### config.mk
export PLATFORM = sky130hd
export DESIGN_NAME = preemptive_priority_scheduler_unit
export DESIGN_NICKNAME = d
export VERILOG_FILES = /design/src/rtl/pps_pkg.sv /design/src/rtl/pps_ram.sv /design/src/rtl/preemptive_priority_scheduler_unit.sv
export SDC_FILE = /design/constraint.sdc
export NUM_CORES = 2
export LEC_CHECK = 0
export BUFFER_PORTS_ARGS = -buffer_cell sky130_fd_sc_hd__clkbuf_2
export CAP_MARGIN = 10
export CORE_MARGIN = 5
export CORE_UTILIZATION = 35
export CTS_CLUSTER_DIAMETER = 200
export DETAILED_ROUTE_END_ITERATION = 12
export PLACE_DENSITY_LB_ADDON = 0.08
export SLEW_MARGIN = 30
export SYNTH_ARGS = -nofsm -noshare
export SYNTH_HDL_FRONTEND = slang
export SYNTH_HIERARCHICAL = 1
export SYNTH_SLANG_ARGS = --single-unit
export TNS_END_PERCENT = 30
### constraint.sdc
create_clock -name i_clk -period 21.2 [get_ports i_clk]
set_input_delay 0 -clock i_clk [delete_from_list [all_inputs] [get_ports i_clk]]
set_output_delay 0 -clock i_clk [all_outputs]
set_load 0.01 [all_outputs]
### src/rtl/pps_pkg.sv
// Package for the preemptive priority scheduler.
// Holds field widths, command and status codes, and the packed slot record.
// No dependencies; the top level refers to it by scoped names.
package pps_pkg;

    // Field widths fixed by the item format
    localparam int ID_W    = 8;
    localparam int TIME_W  = 32;
    localparam int BURST_W = 16;
    localparam int PRIO_W  = 8;
    localparam int DONE_W  = 5;

    // Table depth default for the top level
    localparam int DEFAULT_TABLE_DEPTH = 16;

    // Saturation limits
    localparam logic [TIME_W-1:0] TIME_MAX = {TIME_W{1'b1}};
    localparam logic [DONE_W-1:0] DONE_MAX = {DONE_W{1'b1}};

    // Input command codes
    typedef enum logic {
        CMD_ADMIT = 1'b0,
        CMD_TICK  = 1'b1
    } t_command;

    // Result status codes
    typedef enum logic [1:0] {
        ST_ADMITTED = 2'd0,
        ST_FULL     = 2'd1,
        ST_RAN      = 2'd2,
        ST_IDLE     = 2'd3
    } t_status;

    // Static part of a table entry, written once on admit
    typedef struct packed {
        logic [ID_W-1:0]    id;
        logic [TIME_W-1:0]  arrival;
        logic [BURST_W-1:0] burst;
        logic [PRIO_W-1:0]  prio;
    } t_slot_info;

    localparam int INFO_W = $bits(t_slot_info);

endpackage

### src/rtl/pps_ram.sv
// Generic simple dual-port RAM: one write port, one read port, registered read.
// Used for the scheduler's process table. No package dependencies.
module pps_ram #(
    parameter int WIDTH = 8,
    parameter int DEPTH = 16
) (
    input  logic                     i_clk,
    input  logic                     i_wr_en,
    input  logic [$clog2(DEPTH)-1:0] i_wr_addr,
    input  logic [WIDTH-1:0]         i_wr_data,
    input  logic                     i_rd_en,
    input  logic [$clog2(DEPTH)-1:0] i_rd_addr,
    output logic [WIDTH-1:0]         o_rd_data
);

    logic [WIDTH-1:0] r_mem [DEPTH];
    logic [WIDTH-1:0] r_rd_data;

    // Write port
    always_ff @(posedge i_clk) begin
        if (i_wr_en) begin
            r_mem[i_wr_addr] <= i_wr_data;
        end
    end

    // Registered read port
    always_ff @(posedge i_clk) begin
        if (i_rd_en) begin
            r_rd_data <= r_mem[i_rd_addr];
        end
    end

    assign o_rd_data = r_rd_data;

endmodule

### src/rtl/preemptive_priority_scheduler_unit.sv
// Preemptive priority scheduler, top level.
// Depends on pps_pkg (types, widths, codes) and pps_ram (process table storage).
//
// Usage:
//   Input channel (i_in_valid / o_in_ready) carries one command item: admit a
//   process (id, arrival, burst, priority) or tick one time unit. Output channel
//   (o_out_valid / i_out_ready) returns exactly one result item per command.
//   An admit goes from accept straight to POST, which loads the result. A tick
//   scans the N admitted entries in the SCAN state: the table RAM is read one entry
//   per cycle and a single comparator keeps the most urgent ready entry (lowest
//   priority number, lowest slot on ties); then the UPD state advances time. When
//   the served process completes, turnaround, waiting and total updates are done
//   in turn in the TURN, WAIT and SUM states before POST. A tick on an empty
//   table skips the scan and goes straight to UPD.
//   One item is in flight at a time; o_in_ready is high only when idle.
//   The result sits in an output register; if the receiver stalls, the block
//   holds the result and finishes the next item only once it is taken.
//   Reset (synchronous, active low) empties the table, zeroes time, totals and
//   counts. Table RAM contents are not cleared: the fill count marks which slots
//   hold entries, so no clearing pass is needed.
module preemptive_priority_scheduler_unit #(
    parameter int TABLE_DEPTH = pps_pkg::DEFAULT_TABLE_DEPTH
) (
    input  logic                         i_clk,
    input  logic                         i_rst_n,
    // Input item channel
    input  logic                         i_in_valid,
    output logic                         o_in_ready,
    input  logic                         i_command,
    input  logic [pps_pkg::ID_W-1:0]     i_proc_id,
    input  logic [pps_pkg::TIME_W-1:0]   i_arrival,
    input  logic [pps_pkg::BURST_W-1:0]  i_burst,
    input  logic [pps_pkg::PRIO_W-1:0]   i_prio,
    // Result item channel
    output logic                         o_out_valid,
    input  logic                         i_out_ready,
    output logic [1:0]                   o_status,
    output logic [pps_pkg::ID_W-1:0]     o_run_id,
    output logic [pps_pkg::TIME_W-1:0]   o_time_now,
    output logic                         o_finished,
    output logic [pps_pkg::TIME_W-1:0]   o_turnaround,
    output logic [pps_pkg::TIME_W-1:0]   o_waiting,
    output logic [pps_pkg::TIME_W-1:0]   o_sum_waiting,
    output logic [pps_pkg::TIME_W-1:0]   o_sum_turnaround,
    output logic [pps_pkg::DONE_W-1:0]   o_done_count,
    output logic                         o_all_done
);

    localparam int IDX_W = $clog2(TABLE_DEPTH);
    localparam int CNT_W = $clog2(TABLE_DEPTH + 1);
    localparam int TW    = pps_pkg::TIME_W;

    localparam logic [pps_pkg::BURST_W-1:0] BURST_ONE = pps_pkg::BURST_W'(1);

    typedef enum logic [2:0] {
        S_IDLE,
        S_SCAN,
        S_UPD,
        S_TURN,
        S_WAIT,
        S_SUM,
        S_POST
    } t_state;

    // Sequencer and table bookkeeping
    t_state                     r_state, n_state;
    logic [CNT_W-1:0]           r_slot_count, n_slot_count;
    logic [CNT_W-1:0]           r_active, n_active;
    logic [TW-1:0]              r_time, n_time;
    logic [TW-1:0]              r_sum_wait, n_sum_wait;
    logic [TW-1:0]              r_sum_turn, n_sum_turn;
    logic [pps_pkg::DONE_W-1:0] r_done_cnt, n_done_cnt;

    // Scan pointer and read pipeline
    logic [IDX_W-1:0]           r_addr, n_addr;
    logic                       r_issue, n_issue;
    logic                       r_rd_vld, n_rd_vld;
    logic [IDX_W-1:0]           r_rd_idx, n_rd_idx;

    // Best candidate so far
    logic                        r_found, n_found;
    logic [IDX_W-1:0]            r_best_idx, n_best_idx;
    logic [pps_pkg::PRIO_W-1:0]  r_best_prio, n_best_prio;
    logic [pps_pkg::ID_W-1:0]    r_best_id, n_best_id;
    logic [TW-1:0]               r_best_arr, n_best_arr;
    logic [pps_pkg::BURST_W-1:0] r_best_burst, n_best_burst;
    logic [pps_pkg::BURST_W-1:0] r_best_rem, n_best_rem;

    // Working result of the current item
    pps_pkg::t_status           r_status, n_status;
    logic [pps_pkg::ID_W-1:0]   r_run_id, n_run_id;
    logic                       r_fin, n_fin;
    logic [TW-1:0]              r_turn, n_turn;
    logic [TW-1:0]              r_wait, n_wait;

    // Output register
    logic                       r_out_valid, n_out_valid;
    pps_pkg::t_status           r_o_status, n_o_status;
    logic [pps_pkg::ID_W-1:0]   r_o_run_id, n_o_run_id;
    logic [TW-1:0]              r_o_time, n_o_time;
    logic                       r_o_fin, n_o_fin;
    logic [TW-1:0]              r_o_turn, n_o_turn;
    logic [TW-1:0]              r_o_wait, n_o_wait;
    logic [TW-1:0]              r_o_sum_wait, n_o_sum_wait;
    logic [TW-1:0]              r_o_sum_turn, n_o_sum_turn;
    logic [pps_pkg::DONE_W-1:0] r_o_done, n_o_done;
    logic                       r_o_all_done, n_o_all_done;

    // RAM ports
    logic                        info_wr_en;
    pps_pkg::t_slot_info         info_wr_data;
    pps_pkg::t_slot_info         info_rd;
    logic                        rem_wr_en;
    logic [IDX_W-1:0]            rem_wr_addr;
    logic [pps_pkg::BURST_W-1:0] rem_wr_data;
    logic [pps_pkg::BURST_W-1:0] rem_rd;
    logic                        rd_en;

    logic in_fire;
    logic out_fire;
    logic table_full;

    assign in_fire    = i_in_valid && o_in_ready;
    assign out_fire   = r_out_valid && i_out_ready;
    assign table_full = (r_slot_count >= CNT_W'(TABLE_DEPTH));

    // Static entry fields: id, arrival, burst, priority
    assign info_wr_en   = in_fire && (i_command == pps_pkg::CMD_ADMIT) && !table_full;
    assign info_wr_data = '{id: i_proc_id, arrival: i_arrival, burst: i_burst, prio: i_prio};
    assign rd_en        = (r_state == S_SCAN) && r_issue;

    pps_ram #(
        .WIDTH (pps_pkg::INFO_W),
        .DEPTH (TABLE_DEPTH)
    ) u_info_ram (
        .i_clk     (i_clk),
        .i_wr_en   (info_wr_en),
        .i_wr_addr (r_slot_count[IDX_W-1:0]),
        .i_wr_data (info_wr_data),
        .i_rd_en   (rd_en),
        .i_rd_addr (r_addr),
        .o_rd_data (info_rd)
    );

    // Remaining service: written on admit and when an entry is served
    always_comb begin
        rem_wr_en   = 1'b0;
        rem_wr_addr = r_slot_count[IDX_W-1:0];
        rem_wr_data = i_burst;
        if (info_wr_en) begin
            rem_wr_en = 1'b1;
        end else if (r_state == S_UPD && r_found) begin
            rem_wr_en   = 1'b1;
            rem_wr_addr = r_best_idx;
            rem_wr_data = r_best_rem - 1'b1;
        end
    end

    pps_ram #(
        .WIDTH (pps_pkg::BURST_W),
        .DEPTH (TABLE_DEPTH)
    ) u_rem_ram (
        .i_clk     (i_clk),
        .i_wr_en   (rem_wr_en),
        .i_wr_addr (rem_wr_addr),
        .i_wr_data (rem_wr_data),
        .i_rd_en   (rd_en),
        .i_rd_addr (r_addr),
        .o_rd_data (rem_rd)
    );

    // Next-state logic for the sequencer
    always_comb begin
        logic          better;
        logic [TW:0]   turn_sum;
        logic [TW:0]   wait_sum;

        n_state      = r_state;
        n_slot_count = r_slot_count;
        n_active     = r_active;
        n_time       = r_time;
        n_sum_wait   = r_sum_wait;
        n_sum_turn   = r_sum_turn;
        n_done_cnt   = r_done_cnt;
        n_addr       = r_addr;
        n_issue      = r_issue;
        n_rd_vld     = r_rd_vld;
        n_rd_idx     = r_rd_idx;
        n_found      = r_found;
        n_best_idx   = r_best_idx;
        n_best_prio  = r_best_prio;
        n_best_id    = r_best_id;
        n_best_arr   = r_best_arr;
        n_best_burst = r_best_burst;
        n_best_rem   = r_best_rem;
        n_status     = r_status;
        n_run_id     = r_run_id;
        n_fin        = r_fin;
        n_turn       = r_turn;
        n_wait       = r_wait;
        n_out_valid  = r_out_valid;
        n_o_status   = r_o_status;
        n_o_run_id   = r_o_run_id;
        n_o_time     = r_o_time;
        n_o_fin      = r_o_fin;
        n_o_turn     = r_o_turn;
        n_o_wait     = r_o_wait;
        n_o_sum_wait = r_o_sum_wait;
        n_o_sum_turn = r_o_sum_turn;
        n_o_done     = r_o_done;
        n_o_all_done = r_o_all_done;

        // Entry read last cycle is ready, arrived and more urgent than the best
        better = r_rd_vld && (rem_rd != '0) && (info_rd.arrival <= r_time) &&
                 (!r_found || (info_rd.prio < r_best_prio));
        turn_sum = {1'b0, r_sum_turn} + {1'b0, r_turn};
        wait_sum = {1'b0, r_sum_wait} + {1'b0, r_wait};

        // Drop the output item once taken
        if (out_fire) begin
            n_out_valid = 1'b0;
        end

        unique case (r_state)
            S_IDLE: begin
                if (in_fire) begin
                    n_run_id = '0;
                    n_fin    = 1'b0;
                    n_turn   = '0;
                    n_wait   = '0;
                    n_found  = 1'b0;
                    if (i_command == pps_pkg::CMD_ADMIT) begin
                        if (table_full) begin
                            n_status = pps_pkg::ST_FULL;
                        end else begin
                            n_status     = pps_pkg::ST_ADMITTED;
                            n_slot_count = r_slot_count + 1'b1;
                            if (i_burst != '0) begin
                                n_active = r_active + 1'b1;
                            end
                        end
                        n_state = S_POST;
                    end else if (r_slot_count == '0) begin
                        n_state = S_UPD;
                    end else begin
                        n_addr   = '0;
                        n_issue  = 1'b1;
                        n_rd_vld = 1'b0;
                        n_state  = S_SCAN;
                    end
                end
            end
            S_SCAN: begin
                // Keep the most urgent candidate; strict compare keeps lowest slot
                if (better) begin
                    n_found      = 1'b1;
                    n_best_idx   = r_rd_idx;
                    n_best_prio  = info_rd.prio;
                    n_best_id    = info_rd.id;
                    n_best_arr   = info_rd.arrival;
                    n_best_burst = info_rd.burst;
                    n_best_rem   = rem_rd;
                end
                // Advance the read pointer over the filled slots
                if (r_issue) begin
                    n_rd_vld = 1'b1;
                    n_rd_idx = r_addr;
                    if (r_addr == IDX_W'(r_slot_count - 1'b1)) begin
                        n_issue = 1'b0;
                    end else begin
                        n_addr = r_addr + 1'b1;
                    end
                end else begin
                    n_rd_vld = 1'b0;
                    n_state  = S_UPD;
                end
            end
            S_UPD: begin
                if (r_time != pps_pkg::TIME_MAX) begin
                    n_time = r_time + 1'b1;
                end
                if (r_found) begin
                    n_status = pps_pkg::ST_RAN;
                    n_run_id = r_best_id;
                    if (r_best_rem == BURST_ONE) begin
                        n_fin   = 1'b1;
                        n_state = S_TURN;
                    end else begin
                        n_state = S_POST;
                    end
                end else begin
                    n_status = pps_pkg::ST_IDLE;
                    n_state  = S_POST;
                end
            end
            S_TURN: begin
                n_turn  = r_time - r_best_arr;
                n_state = S_WAIT;
            end
            S_WAIT: begin
                if (r_turn >= TW'(r_best_burst)) begin
                    n_wait = r_turn - TW'(r_best_burst);
                end else begin
                    n_wait = '0;
                end
                n_state = S_SUM;
            end
            S_SUM: begin
                n_sum_turn = turn_sum[TW] ? pps_pkg::TIME_MAX : turn_sum[TW-1:0];
                n_sum_wait = wait_sum[TW] ? pps_pkg::TIME_MAX : wait_sum[TW-1:0];
                if (r_done_cnt != pps_pkg::DONE_MAX) begin
                    n_done_cnt = r_done_cnt + 1'b1;
                end
                n_active = r_active - 1'b1;
                n_state  = S_POST;
            end
            S_POST: begin
                // Load the output register once it is free
                if (!r_out_valid || i_out_ready) begin
                    n_out_valid  = 1'b1;
                    n_o_status   = r_status;
                    n_o_run_id   = r_run_id;
                    n_o_time     = r_time;
                    n_o_fin      = r_fin;
                    n_o_turn     = r_turn;
                    n_o_wait     = r_wait;
                    n_o_sum_wait = r_sum_wait;
                    n_o_sum_turn = r_sum_turn;
                    n_o_done     = r_done_cnt;
                    n_o_all_done = (r_active == '0);
                    n_state      = S_IDLE;
                end
            end
            default: begin
                n_state = S_IDLE;
            end
        endcase
    end

    // State and registered outputs
    always_ff @(posedge i_clk) begin
        if (!i_rst_n) begin
            r_state      <= S_IDLE;
            r_slot_count <= '0;
            r_active     <= '0;
            r_time       <= '0;
            r_sum_wait   <= '0;
            r_sum_turn   <= '0;
            r_done_cnt   <= '0;
            r_issue      <= 1'b0;
            r_rd_vld     <= 1'b0;
            r_found      <= 1'b0;
            r_out_valid  <= 1'b0;
        end else begin
            r_state      <= n_state;
            r_slot_count <= n_slot_count;
            r_active     <= n_active;
            r_time       <= n_time;
            r_sum_wait   <= n_sum_wait;
            r_sum_turn   <= n_sum_turn;
            r_done_cnt   <= n_done_cnt;
            r_issue      <= n_issue;
            r_rd_vld     <= n_rd_vld;
            r_found      <= n_found;
            r_out_valid  <= n_out_valid;
        end
        r_addr       <= n_addr;
        r_rd_idx     <= n_rd_idx;
        r_best_idx   <= n_best_idx;
        r_best_prio  <= n_best_prio;
        r_best_id    <= n_best_id;
        r_best_arr   <= n_best_arr;
        r_best_burst <= n_best_burst;
        r_best_rem   <= n_best_rem;
        r_status     <= n_status;
        r_run_id     <= n_run_id;
        r_fin        <= n_fin;
        r_turn       <= n_turn;
        r_wait       <= n_wait;
        r_o_status   <= n_o_status;
        r_o_run_id   <= n_o_run_id;
        r_o_time     <= n_o_time;
        r_o_fin      <= n_o_fin;
        r_o_turn     <= n_o_turn;
        r_o_wait     <= n_o_wait;
        r_o_sum_wait <= n_o_sum_wait;
        r_o_sum_turn <= n_o_sum_turn;
        r_o_done     <= n_o_done;
        r_o_all_done <= n_o_all_done;
    end

    assign o_in_ready       = (r_state == S_IDLE);
    assign o_out_valid      = r_out_valid;
    assign o_status         = r_o_status;
    assign o_run_id         = r_o_run_id;
    assign o_time_now       = r_o_time;
    assign o_finished       = r_o_fin;
    assign o_turnaround     = r_o_turn;
    assign o_waiting        = r_o_wait;
    assign o_sum_waiting    = r_o_sum_wait;
    assign o_sum_turnaround = r_o_sum_turn;
    assign o_done_count     = r_o_done;
    assign o_all_done       = r_o_all_done;

    // Entries with work left never outnumber filled slots
    a_active_le_count: assert property (@(posedge i_clk) disable iff (!i_rst_n)
        r_active <= r_slot_count)
        else $error("active entry count exceeds filled slot count");

    // Fill count never passes the table depth
    a_count_bound: assert property (@(posedge i_clk) disable iff (!i_rst_n)
        r_slot_count <= CNT_W'(TABLE_DEPTH))
        else $error("slot count beyond table depth");

    // A scan only runs over a non-empty table
    a_scan_nonempty: assert property (@(posedge i_clk) disable iff (!i_rst_n)
        r_state == S_SCAN |-> r_slot_count != '0)
        else $error("scan started on an empty table");

    // A completion is only reported for a process that ran
    a_fin_ran: assert property (@(posedge i_clk) disable iff (!i_rst_n)
        r_out_valid && r_o_fin |-> r_o_status == pps_pkg::ST_RAN)
        else $error("finished flag without a served process");

    // An admit leaves time untouched
    a_admit_time: assert property (@(posedge i_clk) disable iff (!i_rst_n)
        in_fire && i_command == pps_pkg::CMD_ADMIT |=> $stable(r_time))
        else $error("time moved on an admit");

endmodule
== Yosys cells after proc, flatten, opt, wreduce, memory -nomap -nowiden ==
Memories as Yosys holds them, arrays and structs flattened. A register that Yosys moved wholly into a read port is not among the register bits.
Cells that the tools add are included.
Storage, ports and cells
  register bits: 462
  bits in writable memories: 1280
  bits of input ports: 69
  output and inout bits: 179
  logic and storage cells: 180
  memories kept: 2
Memory list
  u_info_ram.r_mem: depth 16, width 64, read ports 1, clocked after memory_dff 1, write ports 1, RTL line pps_ram.sv:16  | logic [WIDTH-1:0] r_mem [DEPTH];
  u_rem_ram.r_mem: depth 16, width 16, read ports 1, clocked after memory_dff 1, write ports 1, RTL line pps_ram.sv:16
Cells by class
  $add $sub $neg: 12
  magnitude comparators: 4
  eq/ne operators: 23
  multiplexer cells: 63
  bitwise gates (word level): 2
  reductions and logical operators: 40
Operator list (count)
  32-bit 2-to-1 mux: 4
  32-bit one-hot mux with 2 select lines: 2
  32-bit by 32-bit adder with 33-bit output: 2
  32-bit by 1-bit adder with 32-bit output, second input constant: 1
  32-bit by 16-bit >= comparator with 1-bit output: 1
  32-bit less-or-equal comparator: 1
  16-bit 2-to-1 mux: 2
  32-bit inequality test, second input constant: 1
  16-bit nonzero test: 2
  32-bit by 16-bit subtractor with 32-bit output: 1
  32-bit subtractor: 1
  4-bit 2-to-1 mux: 7
  1-bit 2-to-1 mux: 24
  3-bit one-hot mux with 7 select lines: 1
  5-bit 2-to-1 mux: 4
  3-bit 2-to-1 mux: 6
  2-bit inequality test, second input constant: 9
  16-bit by 1-bit == test with 1-bit output, second input constant: 1
  8-bit 2-to-1 mux: 2
  8-bit one-hot mux with 2 select lines: 1
  16-bit by 1-bit subtractor with 16-bit output, second input constant: 1
  5-bit by 1-bit adder with 5-bit output, second input constant: 3
  2-bit AND reduction: 7
  3-bit AND reduction: 4
  other kinds (26): 56

== Depth between registers and ports, before layout ==
  word-level depth: 7
  gate-level depth with buffers: 12
  gate-level depth less buffers: 11

== By module ==
The synthesis kept the hierarchy.
By module, submodules not included
  pps_ram at u_info_ram: instances 1, cells each 1647, area each 40222.3 um^2
  preemptive_priority_scheduler_unit: instances 1, cells each 2045, area each 23100.9 um^2
  pps_ram at u_rem_ram: instances 1, cells each 432, area each 10202.3 um^2

== Least setup slack after synthesis ==
No wires, ideal clock.
  kind: reg-to-reg
  start: reg r_state[2]
  end: reg r_o_all_done, in the netlist o_all_done, enable pin
  setup time: 738 ps
  arrival time: 8821 ps
  required time: 20462 ps
  path slack: 11641 ps
  stages on the path, launching flop included: 5
  path buffers: 1
  period minus slack after synthesis: 9559 ps
  cells stage by stage: dfxtp_1 -> clkbuf_1 -> nand2_1 -> or2_2 -> nor2b_1
On the way
  longest elaborated chain between the ends: 2
Ends and longest elaborated chain
  from (decl): RTL line preemptive_priority_scheduler_unit.sv:66  | t_state r_state, n_state;
  from (signal assigned): RTL line preemptive_priority_scheduler_unit.sv:355  | r_state <= n_state;
  3-bit == test: RTL line preemptive_priority_scheduler_unit.sv:224  | unique case (r_state)
  2-bit AND reduction (no line)
  to (signal assigned): RTL line preemptive_priority_scheduler_unit.sv:389  | r_o_all_done <= n_o_all_done;
  to (decl): RTL line preemptive_priority_scheduler_unit.sv:107  | logic r_o_all_done, n_o_all_done;
Every way passes these cells.
A chain may end at the register's enable or synchronous reset.

== Worst setup path after layout ==
  start: reg r_turn[0]
  end: reg r_wait[9] (data pin)
On the way
  longest elaborated chain between the ends: 3
  elaborated cells on any way between the ends: 4
  classes of those cells: add/sub (1); order compare (1); mux (2)
Ends and longest elaborated chain
  from (decl): RTL line preemptive_priority_scheduler_unit.sv:93  | logic [TW-1:0] r_turn, n_turn;
  from (signal assigned): RTL line preemptive_priority_scheduler_unit.sv:378  | r_turn <= n_turn;
  32-bit by 16-bit subtractor with 32-bit output / 32-bit by 16-bit >= comparator with 1-bit output (equally long branches): RTL line preemptive_priority_scheduler_unit.sv:302, preemptive_priority_scheduler_unit.sv:301
  32-bit 2-to-1 mux (*): RTL line preemptive_priority_scheduler_unit.sv:301  | if (r_turn >= TW'(r_best_burst)) begin
  32-bit one-hot mux with 2 select lines (*): RTL line preemptive_priority_scheduler_unit.sv:224
  to (signal assigned): RTL line preemptive_priority_scheduler_unit.sv:379  | r_wait <= n_wait;
  to (decl): RTL line preemptive_priority_scheduler_unit.sv:94  | logic [TW-1:0] r_wait, n_wait;
Mark *: on every way between the ends. The rest lies on a longest branch, timed or not.

==> impl_metrics.py <==
metrics = {
    "floorplanning": {
        "die_w_microns": 468,
        "coreArea_sq_um": 209000,
        "rows": 168,
        "fp.dieH_microns": 468,
        "design.portCount": 248,
        "initial_core_util_pct": 35.1,
        "die_area_sq_um": 219000,
    },
    "drt": {
        "drc_errors": 0,
        "vias_per_cell": 5.16,
        "ant_nets": 0,
        "drtIter0Drc": 2826,
        "avgRoutedWirePerCell_microns": 26.1,
        "num_vias": 39090,
        "drtPass1Iterations": 6,
        "drt_wl_total_microns": 198000,
    },
    "synth": {
        "synth_top_area_share_pct": 69.6,
        "yosys_warnings": 6,
        "synthTopCellsByArea": "edfxtp_1, mux4_2, dfxtp_1",
        "avgSynthCellArea_sq_um": 17.8,
        "synth_cell_types": 74,
        "synth_ff_type": "edfxtp_1",
        "syn_area_sq_um": 73500,
        "syn-num-nets": 4360,
        "ys_seq_area_share_pct": 72.8,
        "synth_top_cell_by_area": "edfxtp_1",
        "ys_seq_elements": 1822,
        "synthCells": 4124,
        "synth_edf_count": 1704,
        "async_reset_ff_share_pct": 0,
    },
    "cts": {
        "cts_root_buf": "clkbuf_16",
        "clk_pin_slew_ns": 0.06,
        "cts.sinks": 1822,
        "post-cts-setup-buffers": 0,
        "cts_buffer_depth": 3,
        "cts_repair_resize_count": 0,
        "cts_htree_levels": 4,
        "cts_tree": "done",
        "ctsHoldBuffers": 69,
        "clk_latency_ns": 0.83,
        "cts_made_buffers": 200,
    },
    "timing": {
        "period_minus_slack_ns": 4.15,
        "rsz0062_at_grt": "no",
        "setup_viol": 0,
        "hold_viol": 0,
        "tns_ns": 0,
        "max_freq_ghz": 0.241,
        "clock_skew_ns": 0.0229,
        "finalWorstSetupSlack_ns": 17.05,
        "slew_headroom_pct": 34.2,
        "tightest_slew_ns": 0.987,
        "period_share_pct": 19.6,
        "drv_slew": 0,
        "whs_ns": 0.137,
    },
    "setup_path": {
        "crit_arrival_ns": 4.79,
        "r2r-end": "r_wait[9]",
        "startpoint_type": "flop",
        "timing.critical_path.cells": "inv_1 > ha_1 > fa_1 > nor2b_1 > o21ai_0 > a21boi_0 > o221ai_1 > a211oi_1 > a211o_1 > o311ai_4 > buf_4 > nor3b_1",
        "reg2regPathDepth": 12,
        "critPathMaxStageDelay_ns": 0.61,
        "path_class": "flop to flop",
        "crit_end": "r_wait[9]",
        "crit_path_start": "r_turn[0]",
        "reg2reg_from": "r_turn[0]",
        "crit_path_top_delay_cell": "a211o_1",
        "r2r_setup_slack_ns": 17.05,
        "cp-end-kind": "flop",
        "cp.required_ns": 21.83,
        "worstPathMaxFanout": 32,
    },
    "placed_design": {
        "gp_congestion": 0.816,
        "place_ws_ns": 16.90,
        "hpwl_microns": 125000,
        "portBuffers": 247,
    },
    "finish": {
        "nets": 4824,
        "postLayoutCoreUtil_pct": 41.0,
        "fill_cells": 18910,
        "final_common_cell": "edfxtp_1",
        "largest-register": "u_info_ram/r_mem",
        "multi_input_area_sq_um": 19000,
        "area_growth_syn_to_layout_pct": 16.8,
        "drive_above_1_share_pct": 22.1,
        "ff_latch_area_sq_um": 53500,
        "mostFrequentLayoutCells": "edfxtp_1, mux4_2, clkbuf_2, nand2_1, clkbuf_16",
        "largest_register_ffs": 1024,
    },
    "grt": {
        "grt_pass1_wl_microns": 286000,
        "grt_pass1_vias": 40199,
        "antenna_found_initial": 13,
        "track_usage_pct": 17.8,
        "grt_max_degree": 125,
        "overflow": 0,
    },
    "pwr": {
        "powerDensity_nw_per_um2": 105,
        "peakVddDrop_mv": 0.0873,
        "p_leak_nw": 29.0,
    },
    "run_status": {
        "status": "completed",
    },
    "flow_run": {
        "drv_cap": 0,
    },
    "hold_path": {
        "hp-class": "primary input to flop",
    },
}
worst max-delay path: cells and delay by family, from the launching register on:
family	cells	cell delay (ns)
AOI/OAI and AO/OA	6	2.06
DFF	1	0.48
buffers and inverters	2	0.36
adders and majority gates	2	0.61
and+or+nand+nor	2	0.46
per-layer routing:
metal | global-route usage, % | part of all wire (%)
met4 | 4.56 | 2.3
met2 | 28.4 | 46
met1 | 25.7 | 47
met5 | 0 | 0.0066
met3 | 2.79 | 4.7
how the worst min path moves through the flow:
stage | startpoint | to | slack, ns | depth (start not counted)
detailed placement | r_run_id[3] | o_run_id[3] | 0.40 | 0
floorplan | i_prio[0] | u_info_ram/r_mem[0][0] | 0.1 | 0
global placement | r_rd_idx[1] | r_best_idx[1] | 0.40 | 0
CTS | i_proc_id[7] | u_info_ram/r_mem[13][63] | 0.07 | 2
global route | i_proc_id[7] | u_info_ram/r_mem[13][63] | 0.15 | 2
finish | i_prio[2] | u_info_ram/r_mem[13][2] | 0.14 | 2
where the power goes:
group	internal, mW	total, mW	switching, mW
logic	0.506	1.31	0.801
registers	4.16	4.29	0.135
clock network	1.96	3.41	1.45
cells in the mapped netlist, types with 41 or more instances:
library cell	count
inv_1	130
a21o_1	61
a22oi_1	161
dfxtp_1	118
clkbuf_1	93
o21ai_0	154
xor2_1	41
mux4_2	310
edfxtp_1	1704
ha_1	162
nand2_1	202
a21oi_1	179
nor2_1	114
nor3_1	48
xnor2_1	96
and2_1	57
final cells by class:
type / count / area share, %
Antenna cell: 9 / 0.0262
Clock buffer: 241 / 6.10
Clock inverter: 129 / 1.42
Inverter: 130 / 0.568
Multi-Input combinational cell: 2014 / 22.1
Sequential cell: 1822 / 62.3
Tap cell: 2805 / 4.09
Timing Repair Buffer: 420 / 3.37
metrics by stage:
| stage | power (mW) | area, sq um | cells |
|---|---|---|---|
| 4_1_cts | 9.14 | 85800 | 7558 |
| 3_3_place_gp | 5.69 | 78500 | 7115 |
| 2_1_floorplan | 5.19 | 73500 | 4124 |
| 5_1_grt | 9.40 | 85800 | 7564 |
| 6_report | 9.01 | 85900 | 7570 |
| 3_5_place_dp | 5.68 | 78600 | 7119 |
kinds of logic after synthesis:
| group | after synthesis | share of synthesized area [%] |
|---|---|---|
| DFF | 1822 | 72.8 |
| AOI/OAI and AO/OA | 725 | 6.38 |
| and+or+nand+nor | 659 | 4.60 |
| muxes | 326 | 9.93 |
| buffers and inverters | 288 | 1.75 |
| adders and majority gates | 167 | 2.89 |
| xor gates and xnor gates | 137 | 1.63 |
(Power assumes the default switching activity.)
